==> src/design/assert_macros.svh <==
// Assertion macros used by the parser core.
`ifndef ASSERT_MACROS_SVH
`define ASSERT_MACROS_SVH
`ifndef ASSERT_OFF
// Check prop at every rising clock edge outside reset.
`define ASSERT_CLK(label, prop, msg) \
  label: assert property (@(posedge clk_i) disable iff (!rst_ni) (prop)) else $error(msg);
// Check that cond is never true at a rising clock edge outside reset.
`define ASSERT_NEVER(label, cond, msg) \
  label: assert property (@(posedge clk_i) disable iff (!rst_ni) !(cond)) else $error(msg);
`else
`define ASSERT_CLK(label, prop, msg)
`define ASSERT_NEVER(label, cond, msg)
`endif
`endif

==> src/design/cffp_pkg.sv <==
// Constants and types for the command frame field parser.
`timescale 1ns / 1ps
package cffp_pkg;

  localparam int unsigned FRAME_LEN  = 16;
  localparam int unsigned HEADER_LEN = 3;

  localparam int unsigned POS_W = $clog2(FRAME_LEN + 1);

  localparam logic [POS_W-1:0] CMD_POS   = POS_W'(2);
  localparam logic [POS_W-1:0] WIN_START = POS_W'(HEADER_LEN);
  localparam logic [POS_W-1:0] WIN_END   = POS_W'(FRAME_LEN - 2);
  localparam logic [POS_W-1:0] FRAME_END = POS_W'(FRAME_LEN);

  localparam logic [7:0] SEP_CHAR   = 8'h3B;
  localparam logic [7:0] TERM_CHAR  = 8'h00;
  localparam logic [7:0] SPACE_CHAR = 8'h20;
  localparam logic [7:0] TAB_CHAR   = 8'h09;
  localparam logic [7:0] CR_CHAR    = 8'h0D;
  localparam logic [7:0] MINUS_CHAR = 8'h2D;
  localparam logic [7:0] PLUS_CHAR  = 8'h2B;
  localparam logic [7:0] ZERO_CHAR  = 8'h30;
  localparam logic [7:0] NINE_CHAR  = 8'h39;

  localparam logic [7:0] CMD_RESET = 8'h6C;  // 'l'
  localparam logic [3:0] STATE_SLOT_RESET = 4'd1;
  localparam logic [3:0] RATE_SLOT_RESET  = 4'd2;

  localparam int unsigned ACC_W = 17;
  localparam logic [ACC_W-1:0] MAG_CAP = 17'd32768;
  localparam logic [ACC_W-1:0] POS_MAX = 17'd32767;
  localparam logic [5:0] SEP_MAX = 6'd63;

  typedef enum logic [1:0] {
    CFG_COMMAND_CODE = 2'd0,
    CFG_STATE_SLOT   = 2'd1,
    CFG_RATE_SLOT    = 2'd2
  } cfg_idx_e;

  typedef enum logic [1:0] {
    PH_SKIP   = 2'd0,
    PH_DIGITS = 2'd1,
    PH_DONE   = 2'd2
  } phase_e;

endpackage

==> src/design/command_frame_field_parser_core.sv <==
// Top level of the command frame field parser: frame scan, slot parse and result register.
`timescale 1ns / 1ps
`include "assert_macros.svh"
// Takes one received byte per transaction and emits one result transaction for every zero
// (terminator) byte; other bytes produce no result. Each byte is handled by the scan logic
// that sits between the frame state registers and the result register, so a
// byte can be accepted in every cycle. A pending result waits in the output register; the
// input side keeps accepting while that register is empty or being drained in the same cycle.
// Configuration writes are taken at any edge with cfg_we_i high and should happen while idle.
module command_frame_field_parser_core
  import cffp_pkg::*;
(
  input  logic        clk_i,
  input  logic        rst_ni,
  input  logic        cfg_we_i,
  input  logic [1:0]  cfg_idx_i,
  input  logic [7:0]  cfg_wdata_i,
  input  logic        s_axis_tvalid,
  output logic        s_axis_tready,
  input  logic [7:0]  s_axis_tdata,   // [7:0] rx_byte
  output logic        m_axis_tvalid,
  input  logic        m_axis_tready,
  // [0] command_matched, [16:1] state_value, [32:17] rate_value, [33] frame_overflow,
  // [39:34] zero
  output logic [39:0] m_axis_tdata
);

  logic [7:0]       cmd_code_q;
  logic [3:0]       state_slot_q, rate_slot_q;

  logic [POS_W-1:0] pos_q, pos_d;
  logic [7:0]       cmd_q, cmd_d;
  logic [5:0]       sep_cnt_q, sep_cnt_d;
  phase_e           phase_q, phase_d;
  logic             neg_q, neg_d;
  logic [ACC_W-1:0] acc_q, acc_d;
  logic [15:0]      pend_state_q, pend_state_d;
  logic [15:0]      pend_rate_q, pend_rate_d;
  logic [15:0]      held_state_q, held_state_d;
  logic [15:0]      held_rate_q, held_rate_d;
  logic             ovf_q, ovf_d;

  logic             out_valid_q, out_valid_d;
  logic             out_match_q, out_ovf_q;
  logic [15:0]      out_state_q, out_rate_q;

  logic             in_fire, term_fire, in_win, is_sep, is_space, match;
  logic [7:0]       rx_byte, cmd_eff;
  logic [ACC_W-1:0] mag_cap;
  logic [15:0]      slot_val;
  logic [19:0]      acc_next;

  assign rx_byte       = s_axis_tdata;
  assign s_axis_tready = !out_valid_q || m_axis_tready;
  assign in_fire       = s_axis_tvalid && s_axis_tready;
  assign term_fire     = in_fire && (rx_byte == TERM_CHAR);

  assign in_win   = (pos_q >= WIN_START) && (pos_q <= WIN_END);
  assign is_sep   = (rx_byte == SEP_CHAR) || (rx_byte == TERM_CHAR);
  assign is_space = (rx_byte == SPACE_CHAR) || ((rx_byte >= TAB_CHAR) && (rx_byte <= CR_CHAR));

  // Value of the slot being closed, clamped to the 16-bit signed range.
  always_comb begin
    if (neg_q) begin
      mag_cap  = (acc_q > MAG_CAP) ? MAG_CAP : acc_q;
      slot_val = 16'(17'h10000 - mag_cap);
    end else begin
      mag_cap  = (acc_q > POS_MAX) ? POS_MAX : acc_q;
      slot_val = mag_cap[15:0];
    end
  end

  assign acc_next = {acc_q, 3'b000} + {2'b00, acc_q, 1'b0} + 20'(rx_byte - ZERO_CHAR);

  assign cmd_eff = (pos_q == CMD_POS) ? TERM_CHAR : cmd_q;
  assign match   = (cmd_eff == cmd_code_q);

  always_comb begin
    pos_d        = pos_q;
    cmd_d        = cmd_q;
    sep_cnt_d    = sep_cnt_q;
    phase_d      = phase_q;
    neg_d        = neg_q;
    acc_d        = acc_q;
    pend_state_d = pend_state_q;
    pend_rate_d  = pend_rate_q;
    held_state_d = held_state_q;
    held_rate_d  = held_rate_q;
    ovf_d        = ovf_q;

    if (in_fire) begin
      if (rx_byte != TERM_CHAR && pos_q >= FRAME_END) begin
        // drop bytes past the frame length
        ovf_d = 1'b1;
      end else begin
        if (pos_q == CMD_POS) cmd_d = rx_byte;
        if (in_win) begin
          if (is_sep) begin
            if (sep_cnt_q != 6'd0) begin
              if (sep_cnt_q == {2'b00, state_slot_q}) pend_state_d = slot_val;
              if (sep_cnt_q == {2'b00, rate_slot_q}) pend_rate_d = slot_val;
            end
            if (sep_cnt_q < SEP_MAX) sep_cnt_d = sep_cnt_q + 6'd1;
            phase_d = PH_SKIP;
            neg_d   = 1'b0;
            acc_d   = '0;
          end else if (sep_cnt_q != 6'd0) begin
            if (phase_q == PH_SKIP && (rx_byte == MINUS_CHAR || rx_byte == PLUS_CHAR)) begin
              neg_d   = (rx_byte == MINUS_CHAR);
              phase_d = PH_DIGITS;
            end else if (!(phase_q == PH_SKIP && is_space) && phase_q != PH_DONE) begin
              if (rx_byte >= ZERO_CHAR && rx_byte <= NINE_CHAR) begin
                phase_d = PH_DIGITS;
                acc_d   = (acc_next > 20'(MAG_CAP)) ? MAG_CAP : acc_next[ACC_W-1:0];
              end else begin
                phase_d = PH_DONE;
              end
            end
          end
        end
        pos_d = pos_q + POS_W'(1);
      end

      if (rx_byte == TERM_CHAR) begin
        if (match) begin
          held_state_d = pend_state_d;
          held_rate_d  = pend_rate_d;
        end
        // start a new frame
        pos_d        = '0;
        cmd_d        = '0;
        sep_cnt_d    = '0;
        phase_d      = PH_SKIP;
        neg_d        = 1'b0;
        acc_d        = '0;
        pend_state_d = '0;
        pend_rate_d  = '0;
        ovf_d        = 1'b0;
      end
    end
  end

  always_comb begin
    if (term_fire) out_valid_d = 1'b1;
    else if (m_axis_tready) out_valid_d = 1'b0;
    else out_valid_d = out_valid_q;
  end

  always_ff @(posedge clk_i or negedge rst_ni) begin
    if (!rst_ni) begin
      cmd_code_q   <= CMD_RESET;
      state_slot_q <= STATE_SLOT_RESET;
      rate_slot_q  <= RATE_SLOT_RESET;
    end else if (cfg_we_i) begin
      unique case (cfg_idx_i)
        CFG_COMMAND_CODE: cmd_code_q   <= cfg_wdata_i;
        CFG_STATE_SLOT:   state_slot_q <= cfg_wdata_i[3:0];
        CFG_RATE_SLOT:    rate_slot_q  <= cfg_wdata_i[3:0];
        default: ;
      endcase
    end
  end

  always_ff @(posedge clk_i or negedge rst_ni) begin
    if (!rst_ni) begin
      pos_q        <= '0;
      cmd_q        <= '0;
      sep_cnt_q    <= '0;
      phase_q      <= PH_SKIP;
      neg_q        <= 1'b0;
      acc_q        <= '0;
      pend_state_q <= '0;
      pend_rate_q  <= '0;
      held_state_q <= '0;
      held_rate_q  <= '0;
      ovf_q        <= 1'b0;
      out_valid_q  <= 1'b0;
    end else begin
      pos_q        <= pos_d;
      cmd_q        <= cmd_d;
      sep_cnt_q    <= sep_cnt_d;
      phase_q      <= phase_d;
      neg_q        <= neg_d;
      acc_q        <= acc_d;
      pend_state_q <= pend_state_d;
      pend_rate_q  <= pend_rate_d;
      held_state_q <= held_state_d;
      held_rate_q  <= held_rate_d;
      ovf_q        <= ovf_d;
      out_valid_q  <= out_valid_d;
    end
  end

  // Capture the report of each terminator.
  always_ff @(posedge clk_i) begin
    if (term_fire) begin
      out_match_q <= match;
      out_state_q <= held_state_d;
      out_rate_q  <= held_rate_d;
      out_ovf_q   <= ovf_q;
    end
  end

  assign m_axis_tvalid = out_valid_q;
  assign m_axis_tdata  = {6'b0, out_ovf_q, out_rate_q, out_state_q, out_match_q};

  `ASSERT_NEVER(a_pos_range, pos_q > FRAME_END, "byte position ran past frame length")
  `ASSERT_CLK(a_term_result, term_fire |=> (out_valid_q && pos_q == '0), "terminator lost")
  `ASSERT_CLK(a_sep_in_window, (sep_cnt_q != 6'd0) |-> (pos_q > WIN_START),
              "separator counted outside scan window")
  `ASSERT_CLK(a_acc_cap, acc_q <= MAG_CAP, "accumulator above saturation cap")

endmodule

==> config.mk <==
export PLATFORM = sky130hd
export DESIGN_NAME = command_frame_field_parser_core
export DESIGN_NICKNAME = d
export VERILOG_FILES = /design/src/design/cffp_pkg.sv /design/src/design/command_frame_field_parser_core.sv
export VERILOG_INCLUDE_DIRS = /design/src /design/src/design
export SDC_FILE = /design/constraint.sdc
export NUM_CORES = 1
export LEC_CHECK = 0
export BUFFER_PORTS_ARGS = -buffer_cell sky130_fd_sc_hd__buf_2
export CORE_ASPECT_RATIO = 1.5
export CORE_MARGIN = 1.5
export CORE_UTILIZATION = 35
export CTS_BUF_LIST = sky130_fd_sc_hd__clkbuf_4 sky130_fd_sc_hd__clkbuf_8
export CTS_CLUSTER_SIZE = 8
export DETAILED_ROUTE_END_ITERATION = 16
export HOLD_SLACK_MARGIN = 0.08
export PLACE_DENSITY = 0.55
export SYNTH_ARGS = -nofsm -noshare
export SYNTH_HDL_FRONTEND = slang
export SYNTH_SLANG_ARGS = --single-unit
==> constraint.sdc <==
create_clock -name clk_i -period 5.84 [get_ports clk_i]
set_input_delay 0 -clock clk_i [delete_from_list [all_inputs] [get_ports clk_i]]
set_output_delay 0 -clock clk_i [all_outputs]
set_load 0.01 [all_outputs]
Word-level counts from Yosys, hierarchy flattened --
Index checks and enable logic that the tools add are counted. W data, S select, Z words.
Word-level totals: bits in registers 155, input port bits 23, output and inout port bits 42, word-level logic and storage cells 149
Operators by class: add/subtract/negate cells 6, order comparisons 11, equality and inequality tests 13, muxes and demuxes 59, reductions and logical operators 41
Operators with widths (count):
- $mux W16 | 21
- $mux W17 | 9
- $eq A8 B6 Y1 const B | 4
- $mux W8 | 4
- $mux W6 | 5
- $add A20 B18 Y20 | 1
- $add A20 B20 Y20 | 1
- $gt A20 B16 Y1 const B | 1
- $gt A17 B15 Y1 const B | 1
- $gt A17 B16 Y1 const B | 1
- $mux W2 | 8
- $sub A1 B16 Y16 const A | 1
- $reduce_and A5 Y1 | 3
- $eq A6 B4 Y1 | 2
- $reduce_bool A2 Y1 | 6
- $reduce_bool A3 Y1 | 4
- $mux W1 | 10
- $mux W5 | 2
- $reduce_and A2 Y1 | 5
- $logic_and A1 B1 Y1 | 9
- $sub A8 B6 Y9 const B | 1
- $eq A8 B8 Y1 | 1
- $ge A8 B4 Y1 const B | 1
- $ge A8 B6 Y1 const B | 1
- 22 further kinds | 28

Longest topological paths before layout --
depth in word-level cells 13, depth in mapped cells 13, depth with buffers taken out 12

Worst setup path after synthesis --
No wires, ideal clock.
kind input port to flip-flop, start point input s_axis_tdata[4], end point register acc_q[11], library setup time 0.095 ns, data arrival time 3.362 ns, required time 5.745 ns, setup slack 2.383 ns, stages 13, path buffers 1, cells stage by stage ha_1 > or3_1 > inv_1 > fa_1 > ha_1 > a21o_1 > o21ai_0 > a21oi_1 > o311a_1 > nor3_2 > nand4bb_4 > buf_2 > o31ai_1
Between the ends: cells in the longest elaborated chain, start to end 12, elaborated cells on any way between the ends 39, classes of those cells 2 x add/sub; 5 x order compare; 6 x eq/ne; 9 x mux; 17 x reduce/logical
RTL lines:
- start: declaration | RTL line command_frame_field_parser_core.sv:20 | input logic [7:0] s_axis_tdata,
- $sub A8 B6 Y9 | RTL line command_frame_field_parser_core.sv:73 | assign acc_next = {acc_q, 3'b000} + {2'b00, acc_q, 1'b0} + 20'(rx_byte - ZERO_CHAR);
- $add A20 B20 Y20 | RTL line command_frame_field_parser_core.sv:73
- $gt A20 B16 Y1 | RTL line command_frame_field_parser_core.sv:114 | acc_d = (acc_next > 20'(MAG_CAP)) ? MAG_CAP : acc_next[ACC_W-1:0];
- $mux W17 | RTL line command_frame_field_parser_core.sv:114
- $mux W17 | RTL line command_frame_field_parser_core.sv:112 | if (rx_byte >= ZERO_CHAR && rx_byte <= NINE_CHAR) begin
- $mux W17 | RTL line command_frame_field_parser_core.sv:111 | end else if (!(phase_q == PH_SKIP && is_space) && phase_q != PH_DONE) begin
- $mux W17 | RTL line command_frame_field_parser_core.sv:108 | if (phase_q == PH_SKIP && (rx_byte == MINUS_CHAR || rx_byte == PLUS_CHAR)) begin
- $mux W17 | RTL line command_frame_field_parser_core.sv:107 | end else if (sep_cnt_q != 6'd0) begin
- $mux W17 | RTL line command_frame_field_parser_core.sv:98 | if (is_sep) begin
- $mux W17 | RTL line command_frame_field_parser_core.sv:97 | if (in_win) begin
- $mux W17 | RTL line command_frame_field_parser_core.sv:92 | if (rx_byte != TERM_CHAR && pos_q >= FRAME_END) begin
- $mux W17 | RTL line command_frame_field_parser_core.sv:124 | if (rx_byte == TERM_CHAR) begin
- end signal: assignment | RTL line command_frame_field_parser_core.sv:171 | acc_q <= '0;
- end signal: assignment | RTL line command_frame_field_parser_core.sv:184 | acc_q <= acc_d;
- end: declaration | RTL line command_frame_field_parser_core.sv:36 | logic [ACC_W-1:0] acc_q, acc_d;
Several ways; a longest one is shown, not always the timed one. The select of a mux whose other input is x is not followed. A chain may end at the register's enable or synchronous reset.

Worst setup path after layout --
start point input s_axis_tdata[4], end point register acc_q[1]
Same word-level chain as after synthesis.

==> results.yml <==
run_status:
  status: "completed"
floorplanning:
  rows: 70
  initial_core_util: 0.357
  core_area_um2: 24300
  die_h_um: 196
  dieWidth_um: 132
  io_pins: 65
  dieArea_um2: 25800
sta:
  finalCriticalPeriod_ns: 4.38
  fin_setup_tns_ns: 0
  fin_hold_ws_ns: 0.107
  maxSlewViolCount: 0
  worstMarginPinSlew_ns: 1.15
  finalSetupViolCount: 0
  rsz0062_at_grt: "no"
  final.period_utilization: 0.751
  max-slew-margin-rel: 0.229
  fin_skew_ns: 0.0119
  timing.fmax_mhz: 228
  hold_viol: 0
setup_path:
  crit_path_cell_trace: "dlygate4sd3_1 > buf_2 > ha_1 > or3_1 > inv_1 > fa_1 > ha_1 > a21oi_1 > o21ai_0 > a31oi_1 > xor2_1 > nor4bb_1 > a41oi_1 > o31ai_1"
  startpoint: "s_axis_tdata[4]"
  worst_ep_required_time_ns: 6.19
  worst_path_most_repeated_cell: "ha_1"
  critPathLaunchType: "input port"
  worstSetupPathType: "input port to register"
  reg2reg_from: "acc_q[5]$_DFFE_PN0P_"
  cp-end-kind: "register"
  path_max_fanout: 11
  cp_slowest_cell: "dlygate4sd3_1"
  arrival_ns: 4.74
  slowest_delay_ns: 0.53
cts:
  cts_made_buffers: 17
  cts_buffer_depth: 2
  clock_latency_ns: 0.45
  cts_resized: 0
  clock_sinks: 155
  tritoncts: "yes"
  clkSlewWorstSetupHoldPaths_ns: 0.09
  cts-root-buf: "clkbuf_8"
  htree_levels: 4
route:
  drc_errors: 0
  antenna_left: 0
  drt_iter0_drc: 460
  wl_mm: 20.3
  wl_per_cell_um: 16.2
  first_pass_iters: 4
  vias: 6531
  vias_per_cell: 5.21
pwr:
  ir_worst_vdd_mv: 0.149
  p_per_area_nw_per_um2: 345
  leakage_uw: 0.00439
finish:
  drive_gt1_frac: 0.174
  area_growth_pct: 14.6
  layout_common_cells: "dfrtp_1, nand2_1, o21ai_0"
  nets: 984
  layout_commonest_cell: "dfrtp_1"
  diodes: 0
hold_path:
  hp-start: "s_axis_tvalid"
  hold_class: "input port to register"
placed_design:
  hpwl_mm: 15.0
  gp_congestion: 0.793
  io_buffer_count: 58
global_routing:
  grt_overflow: 0
  grt_util_all_layers: 0.165
  grt_pass1_vias: 6674
  grt_max_degree: 75
  antenna_found_initial: 0
  grt_pass1_wl_mm: 34.3
synthesis:
  synthCells: 838
  yosysUniqueCellTypes: 75
  synthArstFlopShare: 0.781
  yosysWarningCount: 0
  syn_area_um2: 8680
  synth_ff_type: "dfrtp_1"
  ys_seq_area_frac: 0.467
  synth_enable_flop_cells: 34
  synth_seq_cells: 155
  synth_area_per_cell_um2: 10.4
job:
  drv_cap: 0
-- critical path, delay by kind of cell --
| family | cells | cell delay (ns) |
|---|---|---|
| XOR/XNOR | 1 | 0.21 |
| AO/OA/AOI/OAI | 5 | 1.49 |
| AND/OR/NAND/NOR | 2 | 0.77 |
| buffers and inverters | 3 | 1.09 |
| adder cells (fa/ha/maj) | 3 | 1.15 |
-- flip-flops by register name, summed over array words and instances, names as in the netlist --
| register | flops |
|---|---|
| acc_q | 17 |
| held_rate_q | 16 |
| held_state_q | 16 |
| out_rate_q | 16 |
| out_state_q | 16 |
| pend_rate_q | 16 |
| pend_state_q | 16 |
| cmd_code_q | 8 |
| cmd_q | 8 |
| sep_cnt_q | 6 |
| pos_q | 5 |
| rate_slot_q | 4 |
| state_slot_q | 4 |
| phase_q | 2 |
| m_axis_tvalid | 1 |
| neg_q | 1 |
| out_match_q | 1 |
| out_ovf_q | 1 |
| ovf_q | 1 |
-- cell families (layout without fill, tap and decap cells) --
| kind of cell | after synthesis | in the layout | share of synthesized area |
|---|---|---|---|
| other cells | 1 | 6 | 0.000432 |
| compound gates | 236 | 236 | 0.178 |
| flops | 155 | 155 | 0.467 |
| buf+inv | 66 | 153 | 0.0370 |
| fa+ha+maj | 44 | 44 | 0.0772 |
| mux | 42 | 42 | 0.0536 |
| simple gates | 261 | 261 | 0.153 |
| xor+xnor | 33 | 33 | 0.0333 |
-- metrics by stage --
step           utilization  std cells  area, um^2  power, uW  setup slack (ns)
4_1_cts              0.409       1254        9950       3460              1.44
3_3_place_gp         0.379       1192        9220       2550              1.61
5_1_grt              0.409       1254        9950       3680              1.11
3_5_place_dp         0.379       1192        9220       2560              1.49
6_report             0.409       1254        9950       3430              1.46
2_1_floorplan            -        843        8700       2250              2.38
-- metal layers --
metal / global-route usage / vias up / wire [um]
met5: 0 / - / 0
met4: 0.0691 / 0 / 498
met3: 0.0230 / 28 / 409
met2: 0.301 / 104 / 10800
met1: 0.193 / 3171 / 8590
li1: - / 3228 / -
-- cells in the mapped netlist, types with 20 or more instances --
cell type  instances  area (um^2)
dfrtp_1          115         2880
ha_1              28          350
edfxtp_1          34         1020
nand2_1          105          394
nor2_1            53          199
a31oi_1           22          138
xor2_1            22          193
inv_1             27          101
a21oi_1           54          270
o31ai_1           20          150
mux2_2            36          405
o21ai_0           58          290
-- final cells by class --
| cell class | instances | area [um^2] |
|---|---|---|
| clock inverters | 14 | 184 |
| clock buffers | 18 | 241 |
| repair buffers | 93 | 631 |
| multi-input cells | 622 | 4320 |
| fillers | 2440 | 14400 |
| inverters | 28 | 105 |
| flip-flops and latches | 155 | 4060 |
| well taps | 324 | 405 |
-- where the power goes --
| group | switching [uW] | internal [uW] | total, uW |
|---|---|---|---|
| Clock | 429 | 437 | 866 |
| Combinational | 747 | 464 | 1210 |
| Sequential | 152 | 1200 | 1360 |
| Total | 1330 | 2110 | 3430 |
-- final timing paths --
check / end / slack [ns] / cells after the start
worst max-delay path: acc_q[1]$_DFFE_PN0P_ / 1.46 / 14
worst min-delay path: pos_q[3]$_DFFE_PN0P_ / 0.11 / 5
worst max register to register: acc_q[1]$_DFFE_PN0P_ / 2.07 / 9
worst min register to register: pend_state_q[4]$_DFFE_PN0P_ / 0.48 / 2
max in group asynchronous: held_state_q[11]$_DFF_PN0_ / 3.87 / 4
min in group asynchronous: cmd_q[3]$_DFFE_PN0P_ / 0.63 / 3
-- what timing repair did --
item                      CTS  global route
hold buffers               30             0
setup buffers               0             0
hold endpoints to repair   75             0
Power figures use the tool's default switching activity.
